$ cat src/hdl/assert_macros.svh
// Assertion macros for the RTL of the median baseline drop detector.
// No dependencies; simulation builds get the checks, synthesis builds get nothing.
`ifndef ASSERT_MACROS_SVH
`define ASSERT_MACROS_SVH

`ifndef SYNTHESIS

// A property that must hold at every clock edge outside reset.
`define MBDD_ASSERT(lbl, clk, rstn, prop) \
    lbl: assert property (@(posedge clk) disable iff (!rstn) (prop)) \
        else $error("property violated");

// A condition that must never be true outside reset.
`define MBDD_ASSERT_NEVER(lbl, clk, rstn, expr) \
    lbl: assert property (@(posedge clk) disable iff (!rstn) !(expr)) \
        else $error("forbidden condition seen");

`else

`define MBDD_ASSERT(lbl, clk, rstn, prop)
`define MBDD_ASSERT_NEVER(lbl, clk, rstn, expr)

`endif

`endif

$ cat src/hdl/mbdd_pkg.sv
// Types and fixed constants of the median baseline drop detector.
// No dependencies; imported by median_baseline_drop_detector and its bench.
package mbdd_pkg;

    localparam int MARGIN_W   = 7;
    localparam int DISCARD_W  = 8;
    localparam int CFG_IDX_W  = 1;
    localparam int CFG_DATA_W = 8;

    localparam logic [MARGIN_W-1:0]  MARGIN_RST  = 7'd10;
    localparam logic [DISCARD_W-1:0] DISCARD_RST = 8'd8;

    // Percentage scale of the margin register.
    localparam int PCT_SCALE = 100;

    // Configuration register indexes.
    localparam logic [CFG_IDX_W-1:0] CFG_MARGIN  = 1'b0;
    localparam logic [CFG_IDX_W-1:0] CFG_DISCARD = 1'b1;

    typedef enum logic [2:0] {
        S_IDLE,
        S_INS_RD,
        S_INS_CMP,
        S_INS_END,
        S_MED,
        S_DET,
        S_DONE
    } t_state;

endpackage

$ cat src/hdl/median_baseline_drop_detector.sv
// Median baseline drop detector: top level, holding the sorted calibration memory.
// Depends on mbdd_pkg and assert_macros.svh.
//
// One result item is returned for every sample item. While discarding, an item
// goes straight to the output register; after calibration an item passes through
// the product register, the compare and the output register. During collection
// each sample is inserted into a sorted single-port-read, single-port-write
// memory of CAL_COUNT entries, one entry shifted per cycle for every stored
// sample larger than it; the item that fills the memory then reads back the
// median. A new item is accepted only while the block is idle, but the
// finished result sits in an output register, so the next item may be taken
// while that result is still waiting.
`include "assert_macros.svh"

module median_baseline_drop_detector
    import mbdd_pkg::*;
#(
    parameter int CAL_COUNT   = 101,
    parameter int SAMPLE_BITS = 10
) (
    input  logic                   i_clk,
    input  logic                   i_rst_n,
    // sample channel
    input  logic                   i_valid,
    output logic                   o_ready,
    input  logic [SAMPLE_BITS-1:0] i_sample,
    // result channel
    output logic                   o_valid,
    input  logic                   i_ready,
    output logic                   o_detected,
    output logic                   o_calibrated,
    output logic [SAMPLE_BITS-1:0] o_baseline,
    // configuration
    input  logic                   i_cfg_we,
    input  logic [CFG_IDX_W-1:0]   i_cfg_idx,
    input  logic [CFG_DATA_W-1:0]  i_cfg_data
);

    localparam int ADDR_W = $clog2(CAL_COUNT);
    localparam int CNT_W  = $clog2(CAL_COUNT + 1);
    localparam int PROD_W = SAMPLE_BITS + MARGIN_W;
    localparam int MID    = CAL_COUNT / 2;

    t_state                 r_state, n_state;

    logic [MARGIN_W-1:0]    r_margin;
    logic [DISCARD_W-1:0]   r_discard;
    logic [DISCARD_W-1:0]   r_disc_cnt;
    logic                   r_collect;
    logic [CNT_W-1:0]       r_fill;
    logic                   r_calib;
    logic [SAMPLE_BITS-1:0] r_median;

    logic [SAMPLE_BITS-1:0] r_samp;
    logic [PROD_W-1:0]      r_prod;
    logic [ADDR_W-1:0]      r_idx;
    logic                   r_res_det;

    logic                   r_out_valid;
    logic                   r_out_det;
    logic                   r_out_cal;
    logic [SAMPLE_BITS-1:0] r_out_base;

    logic [SAMPLE_BITS-1:0] r_store [CAL_COUNT];
    logic [SAMPLE_BITS-1:0] r_rd_data;

    logic                   rd_en;
    logic [ADDR_W-1:0]      rd_addr;
    logic                   wr_en;
    logic [ADDR_W-1:0]      wr_addr;
    logic [SAMPLE_BITS-1:0] wr_data;

    logic                   in_acc;
    logic                   out_free;
    logic                   discard_now;
    logic                   shift;
    logic [CNT_W-1:0]       fill_inc;
    logic [SAMPLE_BITS:0]   diff;
    logic                   det;

    assign in_acc      = i_valid && o_ready;
    assign out_free    = !r_out_valid || i_ready;
    assign discard_now = !r_collect && (r_disc_cnt < r_discard);
    assign shift       = (r_rd_data > r_samp);
    assign fill_inc    = r_fill + CNT_W'(1);

    // Sample below baseline - floor(baseline*margin/100) is the same as
    // baseline*margin < 100*(baseline - sample) with a positive difference.
    assign diff = {1'b0, r_median} - {1'b0, r_samp};
    assign det  = !diff[SAMPLE_BITS] && (diff != '0) &&
                  (r_prod < PROD_W'(diff[SAMPLE_BITS-1:0]) * PROD_W'(PCT_SCALE));

    // Next state
    always_comb begin
        n_state = r_state;
        unique case (r_state)
            S_IDLE: begin
                if (in_acc) begin
                    if (r_calib) begin
                        n_state = S_DET;
                    end else if (discard_now) begin
                        n_state = S_DONE;
                    end else begin
                        n_state = S_INS_RD;
                    end
                end
            end
            S_INS_RD: begin
                n_state = (r_idx == '0) ? S_INS_END : S_INS_CMP;
            end
            S_INS_CMP: begin
                if (!shift) begin
                    n_state = S_INS_END;
                end else if (r_idx == ADDR_W'(1)) begin
                    n_state = S_INS_RD;
                end
            end
            S_INS_END: begin
                n_state = (fill_inc >= CNT_W'(CAL_COUNT)) ? S_MED : S_DONE;
            end
            S_MED:  n_state = S_DONE;
            S_DET:  n_state = S_DONE;
            S_DONE: begin
                if (out_free) begin
                    n_state = S_IDLE;
                end
            end
            default: n_state = S_IDLE;
        endcase
    end

    // State outputs: handshake and memory port controls
    always_comb begin
        o_ready = 1'b0;
        rd_en   = 1'b0;
        rd_addr = r_idx - ADDR_W'(1);
        wr_en   = 1'b0;
        wr_addr = r_idx;
        wr_data = r_samp;
        unique case (r_state)
            S_IDLE: o_ready = 1'b1;
            S_INS_RD: begin
                if (r_idx == '0) begin
                    wr_en = 1'b1;
                end else begin
                    rd_en = 1'b1;
                end
            end
            S_INS_CMP: begin
                wr_en = 1'b1;
                if (shift) begin
                    wr_data = r_rd_data;
                    // Fetch the next lower neighbour while this one moves up.
                    rd_en   = (r_idx != ADDR_W'(1));
                    rd_addr = r_idx - ADDR_W'(2);
                end
            end
            S_INS_END: begin
                rd_en   = (fill_inc >= CNT_W'(CAL_COUNT));
                rd_addr = ADDR_W'(MID);
            end
            S_MED, S_DET, S_DONE: begin
            end
            default: begin
            end
        endcase
    end

    // Calibration memory
    always_ff @(posedge i_clk) begin
        if (wr_en) begin
            r_store[wr_addr] <= wr_data;
        end
        if (rd_en) begin
            r_rd_data <= r_store[rd_addr];
        end
    end

    // Configuration registers
    always_ff @(posedge i_clk) begin
        if (!i_rst_n) begin
            r_margin  <= MARGIN_RST;
            r_discard <= DISCARD_RST;
        end else if (i_cfg_we) begin
            unique case (i_cfg_idx)
                CFG_MARGIN:  r_margin  <= i_cfg_data[MARGIN_W-1:0];
                CFG_DISCARD: r_discard <= i_cfg_data[DISCARD_W-1:0];
                default: begin
                end
            endcase
        end
    end

    // Control state
    always_ff @(posedge i_clk) begin
        if (!i_rst_n) begin
            r_state     <= S_IDLE;
            r_disc_cnt  <= '0;
            r_collect   <= 1'b0;
            r_fill      <= '0;
            r_calib     <= 1'b0;
            r_median    <= '0;
            r_out_valid <= 1'b0;
        end else begin
            r_state <= n_state;
            if (r_state == S_IDLE && in_acc && !r_calib) begin
                if (discard_now) begin
                    r_disc_cnt <= r_disc_cnt + DISCARD_W'(1);
                end else begin
                    r_collect <= 1'b1;
                end
            end
            if (r_state == S_INS_END) begin
                r_fill <= fill_inc;
            end
            if (r_state == S_MED) begin
                r_median <= r_rd_data;
                r_calib  <= 1'b1;
            end
            if (r_state == S_DONE && out_free) begin
                r_out_valid <= 1'b1;
            end else if (i_ready) begin
                r_out_valid <= 1'b0;
            end
        end
    end

    // Item payload
    always_ff @(posedge i_clk) begin
        if (r_state == S_IDLE && in_acc) begin
            r_samp    <= i_sample;
            r_prod    <= PROD_W'(r_median) * PROD_W'(r_margin);
            r_idx     <= r_fill[ADDR_W-1:0];
            r_res_det <= 1'b0;
        end
        if (r_state == S_INS_CMP && shift) begin
            r_idx <= r_idx - ADDR_W'(1);
        end
        if (r_state == S_DET) begin
            r_res_det <= det;
        end
        if (r_state == S_DONE && out_free) begin
            r_out_det  <= r_res_det;
            r_out_cal  <= r_calib;
            r_out_base <= r_calib ? r_median : '0;
        end
    end

    assign o_valid      = r_out_valid;
    assign o_detected   = r_out_det;
    assign o_calibrated = r_out_cal;
    assign o_baseline   = r_out_base;

    `MBDD_ASSERT_NEVER(a_rw_same_entry, i_clk, i_rst_n, rd_en && wr_en && (rd_addr == wr_addr))
    `MBDD_ASSERT(a_fill_bound, i_clk, i_rst_n, r_calib || (r_state == S_MED) || (r_fill < CNT_W'(CAL_COUNT)))
    `MBDD_ASSERT(a_calib_from_median, i_clk, i_rst_n, $rose(r_calib) |-> $past(r_state == S_MED))
    `MBDD_ASSERT(a_det_needs_cal, i_clk, i_rst_n, (r_out_valid && r_out_det) |-> r_out_cal)

endmodule

$ cat config.mk
export PLATFORM = sky130hd
export DESIGN_NAME = median_baseline_drop_detector
export DESIGN_NICKNAME = d
export VERILOG_FILES = /design/src/hdl/mbdd_pkg.sv /design/src/hdl/median_baseline_drop_detector.sv
export VERILOG_INCLUDE_DIRS = /design/src /design/src/hdl
export SDC_FILE = /design/constraint.sdc
export NUM_CORES = 2
export LEC_CHECK = 0
export ABC_CLOCK_PERIOD_IN_PS = 17700
export BUFFER_PORTS_ARGS = -buffer_cell sky130_fd_sc_hd__buf_4
export CAP_MARGIN = 0
export CORE_MARGIN = 4
export CORE_UTILIZATION = 45
export CTS_CLUSTER_DIAMETER = 150
export DETAILED_ROUTE_END_ITERATION = 8
export RECOVER_POWER = 50
export REMOVE_ABC_BUFFERS = 1
export SKIP_CTS_REPAIR_TIMING = 1
export SYNTH_ARGS = -nofsm -noshare
export SYNTH_HDL_FRONTEND = slang
export SYNTH_SLANG_ARGS = --single-unit
$ cat constraint.sdc
create_clock -name i_clk -period 17.7 [get_ports i_clk]
set_input_delay 3.54 -clock i_clk [delete_from_list [all_inputs] [get_ports i_clk]]
set_output_delay 3.54 -clock i_clk [all_outputs]
set_load 0.005 [all_outputs]
== Word level (Yosys, flattened, before mapping) ==
Memories as Yosys holds them, arrays and structs flattened. A register that Yosys moved wholly into a read port is not among the register bits.
Index checks and enable logic that the tools add are counted.

* Input bits: 24
* Memories: 1
* Output and inout port bits: 14
* Bits in writable memories: 1,010
* Register bits: 93
* Logic and storage cells: 93

* Multipliers: 2
* Reductions and logical operators: 25
* Order comparisons: 4
* Equality and inequality tests: 11
* Muxes and demuxes: 27
* Bitwise gates (word level): 2
* Add/subtract/negate cells: 5

{| class="wikitable"
|+ Memory list
! name !! words !! width !! rd ports !! clocked after memory_dff !! write ports !! RTL line !! source
|-
| r_store || 101 || 10 || 1 || 1 || 1 || median_baseline_drop_detector.sv:64 || <nowiki>logic [SAMPLE_BITS-1:0] r_store [CAL_COUNT];</nowiki>
|}

{| class="wikitable"
|+ Operators by type and width
! kind !! count
|-
| 7-bit two-way mux || 3
|-
| 10-bit two-way mux || 2
|-
| 3-bit two-way mux || 6
|-
| 3-bit case mux with 6 select lines || 1
|-
| 17-bit less-than comparator || 1
|-
| 10-bit by 7-bit multiplier with 17-bit output || 1
|-
| 10-bit by 5-bit multiplier with 15-bit output, second input constant || 1
|-
| 7-bit case mux with 2 select lines || 1
|-
| 1-bit two-way mux || 11
|-
| 11-bit nonzero test || 1
|-
| 10-bit by 10-bit subtractor with 11-bit output || 1
|-
| 10-bit > comparator || 1
|-
| 3-bit == test, second input constant || 3
|-
| 8-bit by 1-bit adder with 8-bit output, second input constant || 1
|-
| 1-bit logical AND || 8
|-
| 8-bit less-than comparator || 1
|-
| 2-bit AND reduction || 4
|-
| 7-bit by 1-bit adder with 7-bit output, second input constant || 1
|-
| 7-bit by 1-bit == test with 1-bit output, second input constant || 1
|-
| 7-bit greater-or-equal comparator, second input constant || 1
|-
| 7-bit zero test || 1
|-
| 7-bit by 1-bit inequality test with 1-bit output, second input constant || 1
|-
| 7-bit by 1-bit subtractor with 7-bit output, second input constant || 1
|-
| 7-bit by 2-bit subtractor with 7-bit output, second input constant || 1
|-
| other kinds (14) || 22
|}

== Longest topological paths before layout ==
* Word-level depth: 6
* Depth in mapped cells: 28

== Worst setup path after synthesis ==
No wires, ideal clock.

* Path kind: flip-flop to flip-flop
* From: reg r_rd_data[7], read port of r_store
* To: mem r_store[0][0] (data pin)
* Arrival: 5,842 ps
* Stages on the path, launching flop included: 11
* Required time: 16,712 ps
* Path buffers: 3
* Setup slack: 10,870 ps
* Cells stage by stage: edfxtp_1 > ha_1 > and4_4 > buf_6 > o211a_2 > a211oi_2 > buf_4 > nor2_1 > nand2_1 > clkbuf_1 > o21ai_0

* Longest elaborated chain between the ends: 3

{| class="wikitable"
|+ Ends and longest elaborated chain
! element !! RTL line !! source
|-
| start, declared || median_baseline_drop_detector.sv:65 || <nowiki>logic [SAMPLE_BITS-1:0] r_rd_data;</nowiki>
|-
| 10-bit > comparator || median_baseline_drop_detector.sv:84 || <nowiki>assign shift = (r_rd_data > r_samp);</nowiki>
|-
| 10-bit two-way mux || median_baseline_drop_detector.sv:151 || <nowiki>if (shift) begin</nowiki>
|-
| 10-bit two-way mux || median_baseline_drop_detector.sv:140 || <nowiki>unique case (r_state)</nowiki>
|-
| net wr_data[0] || median_baseline_drop_detector.sv:71 || <nowiki>logic [SAMPLE_BITS-1:0] wr_data;</nowiki>
|-
| end, declared || median_baseline_drop_detector.sv:64 ||
|}

The timed path passes the listed nets, and every way through them passes these cells.

== Worst setup path after layout ==
* From: reg r_rd_data[8], read port of r_store
* To: mem r_store[96][7] (data pin)

Same word-level chain as after synthesis.

==> flow_summary_export.csv <==
group,metric,value,unit
critical_path,timing.rr.end,"r_store[96][7]",
drt,first_pass_iters,5,
global_routing,grt_start_max_net_pins,151,
logic_synthesis,yosysTopAreaCellShare,0.6560,
placement,gp_routability_congestion,0.8459,
critical_path,arrival,8080,ps
floorplanning,initial_core_util,0.4541,
drt,drt-total-wl,127.8,mm
placement,place_inst,5089,
cts,clock-sinks,1111,
logic_synthesis,synth_area_leaders,"edfxtp_1, nand2_1, mux2i_1",
sta,maxSlewViolCount,498,
global_routing,overflow,0,
floorplanning,die-area,0.1137,mm2
sta,hold_viol,0,
logic_synthesis,synth_cells,3805,
sta,finalSetupViolCount,0,
layout,seqCellArea,0.03290,mm2
floorplanning,core_area,0.1074,mm2
drt,drc,0,
placement,port_buffers,37,
sta,hold_slack,470.3,ps
cts,clock_latency,720,ps
floorplanning,io_pins,38,
cts,cts_tree,"done",
logic_synthesis,synthArstFlopShare,0,
floorplanning,die_w,337.1,um
critical_path,worstSetupPathType,"reg -> reg",
cts,clkSlewWorstSetupHoldPaths,60,ps
floorplanning,rows,120,
run_status,violations,"max-capacitance violations, max-slew violations",
logic_synthesis,synthFlopType,"edfxtp_1",
placement,post-dp-hpwl,76.96,mm
layout,fillers,9232,
run_status,status,"finished, violations left",
sta,rsz0062_at_grt,"no",
cts,clockBufferDepth,3,
sta,setup_tns,0,ps
global_routing,grt_pass1_wl,189.6,mm
critical_path,critPathCaptureType,"flip-flop",
critical_path,reg2reg_from,"r_rd_data[8]",
critical_path,critPathLaunchType,"flip-flop",
cts,root_buffer,"clkbuf_16",
critical_path,worstPathRequired,17600,ps
layout,nNetsFinal,3993,
hold_path,hold_path.class,"reg -> reg",
layout,instances_no_fill,5303,
sta,finalCritPeriodShare,0.4621,
cts,cts_buffers,113,
logic_synthesis,synth.ff_latch_count,1111,
drt,ant_nets,0,
sta,tightest_slew,5478,ps
sta,fmax,122.3,MHz
cts,htreeDepth,3,
logic_synthesis,syn_area,0.04875,mm2
global_routing,antenna_found_initial,6,
logic_synthesis,synth.distinct_cells,80,
logic_synthesis,synth_top_cell_by_area,"edfxtp_1",
global_routing,first_global_vias,29160,
drt,drt_iter0_markers,3089,
layout,syn_to_final_growth,10.53,%
drt,wire_per_inst,24.09,um
floorplanning,die_h,337.1,um
logic_synthesis,synth_edf_count,1065,
drt,vias,30670,
logic_synthesis,syn_avg_cell_area,12.81,um2
layout,multi_input_area,0.01449,mm2
critical_path,worstSetupEndpoint,"r_store[96][7]",
global_routing,grt_usage,0.2227,
critical_path,ff2ff_path_depth,9,
sta,finalCriticalPeriod,8179,ps
logic_synthesis,synth_seq_area_share,0.6749,
drt,viasPerCell,5.784,
logic_synthesis,yosysWarnings,0,
critical_path,startpoint,"r_rd_data[8]",
critical_path,path_max_fanout,85,
job,max_cap_violations,14,
critical_path,rrSetupSlack,9520,ps
layout,drive_gt1_frac,0.07004,
sta,skew,30.94,ps
sta,slew_headroom,-2.690,
[synth_stat cells, types with 21 or more instances]
| library cell | instances |
|---|---|
| mux2i_1 | 159 |
| a21oi_1 | 120 |
| edfxtp_1 | 1065 |
| nor2_1 | 268 |
| nand3_1 | 263 |
| nand2_1 | 693 |
| o21ai_0 | 108 |
| and2_1 | 45 |
| nor3_1 | 58 |
| clkbuf_1 | 93 |
| nor4_1 | 42 |
| buf_4 | 26 |
| inv_1 | 114 |
| and3_1 | 21 |
| o22ai_1 | 69 |
| fa_1 | 45 |
| buf_2 | 83 |
| xnor2_1 | 29 |
| a21boi_0 | 27 |
| dfxtp_1 | 46 |
| ha_1 | 123 |
[worst max-delay path, stage by stage (launching register included)]
cell      delay (ps)
edfxtp_1         480
ha_1             350
o21ai_0          250
o21ba_1          180
o211ai_1         260
nand2_1          200
nor3_1            90
clkbuf_1         390
o21ai_0         2050
clkbuf_1        2980
[per-stage QoR]
step	utilization	cell area [um2]	worst slack [ps]
floorplan	-	47720	8441
global placement	0.4699	50440	11220
detailed placement	0.4699	50440	11070
CTS	0.5037	54080	11070
global route	0.5019	53880	9171
finish	0.5019	53880	9521
[area by class of cell]
cell class / instances / area share
Multi-Input combinational cell: 2364 / 0.2688
Clock inverter: 80 / 0.01289
Tap cell: 1403 / 0.03258
Sequential cell: 1111 / 0.6106
Clock buffer: 132 / 0.05459
Antenna cell: 2 / 0.00009288
Timing Repair Buffer: 97 / 0.01245
Inverter: 114 / 0.007941
[kinds of logic (layout without fill, tap and decap cells)]
family,Yosys count,after routing,synth area share
AND/OR/NAND/NOR,1475,1475,0.1342
flip-flops,1111,1111,0.6749
AO/OA/AOI/OAI,520,520,0.07071
buffers and inverters,330,423,0.02985
adder cells (fa/ha/maj),168,168,0.05005
multiplexers,161,161,0.03311
XOR/XNOR,40,40,0.007186
other,0,2,0
[worst min-delay path by stage]
stage,from,end,slack (ps),depth (start not counted)
2_1_floorplan,r_res_det,o_detected,400,0
3_3_place_gp,r_discard[2],r_discard[2],460,2
3_5_place_dp,r_discard[2],r_discard[2],460,2
4_1_cts,r_discard[2],r_discard[2],470,2
5_1_grt,r_discard[4],r_discard[4],500,2
6_report,r_discard[2],r_discard[2],470,2
[layer usage]
layer,vias to the layer above,global-route usage,wire (um)
met5,-,0,13
met1,15330,0.3174,54690
met4,2,0.07059,3987
met2,1175,0.3449,58480
li1,13970,-,-
met3,195,0.04615,10590
[sequential cells by signal, indices dropped and copies added, names as in the netlist]
| register | count |
|---|---|
| r_store | 1010 |
| o_calibrated | 1 |
| r_samp | 10 |
| r_margin | 7 |
| r_res_det | 1 |
| o_baseline | 10 |
| r_fill | 7 |
| r_disc_cnt | 8 |
| r_prod | 15 |
| r_median | 10 |
| r_calib | 1 |
| o_valid | 1 |
| o_detected | 1 |
| r_idx | 7 |
| r_discard | 8 |
| r_rd_data | 10 |
| r_state | 3 |
| r_collect | 1 |
[cell usage in the layout (no fill, tap or decap), drive strengths merged, types with 14 or more instances in the layout]
master  count
a21boi     27
a21o       19
a21oi     120
a221oi     19
a311oi     14
a31oi      18
a32o       19
and2       45
and3       21
buf        74
clkbuf    155
clkinv     66
dfxtp      46
edfxtp   1065
fa         45
ha        123
inv       118
mux2i     159
nand2     693
nand2b     14
nand3     263
nand4      14
nor2      269
nor2b      19
nor3       59
nor4       42
o211ai     19
o21ai     113
o22ai      69
xnor2      29
Power is not shown: default switching activity piles up to over one toggle a cycle in this logic, so the estimate is an artifact.
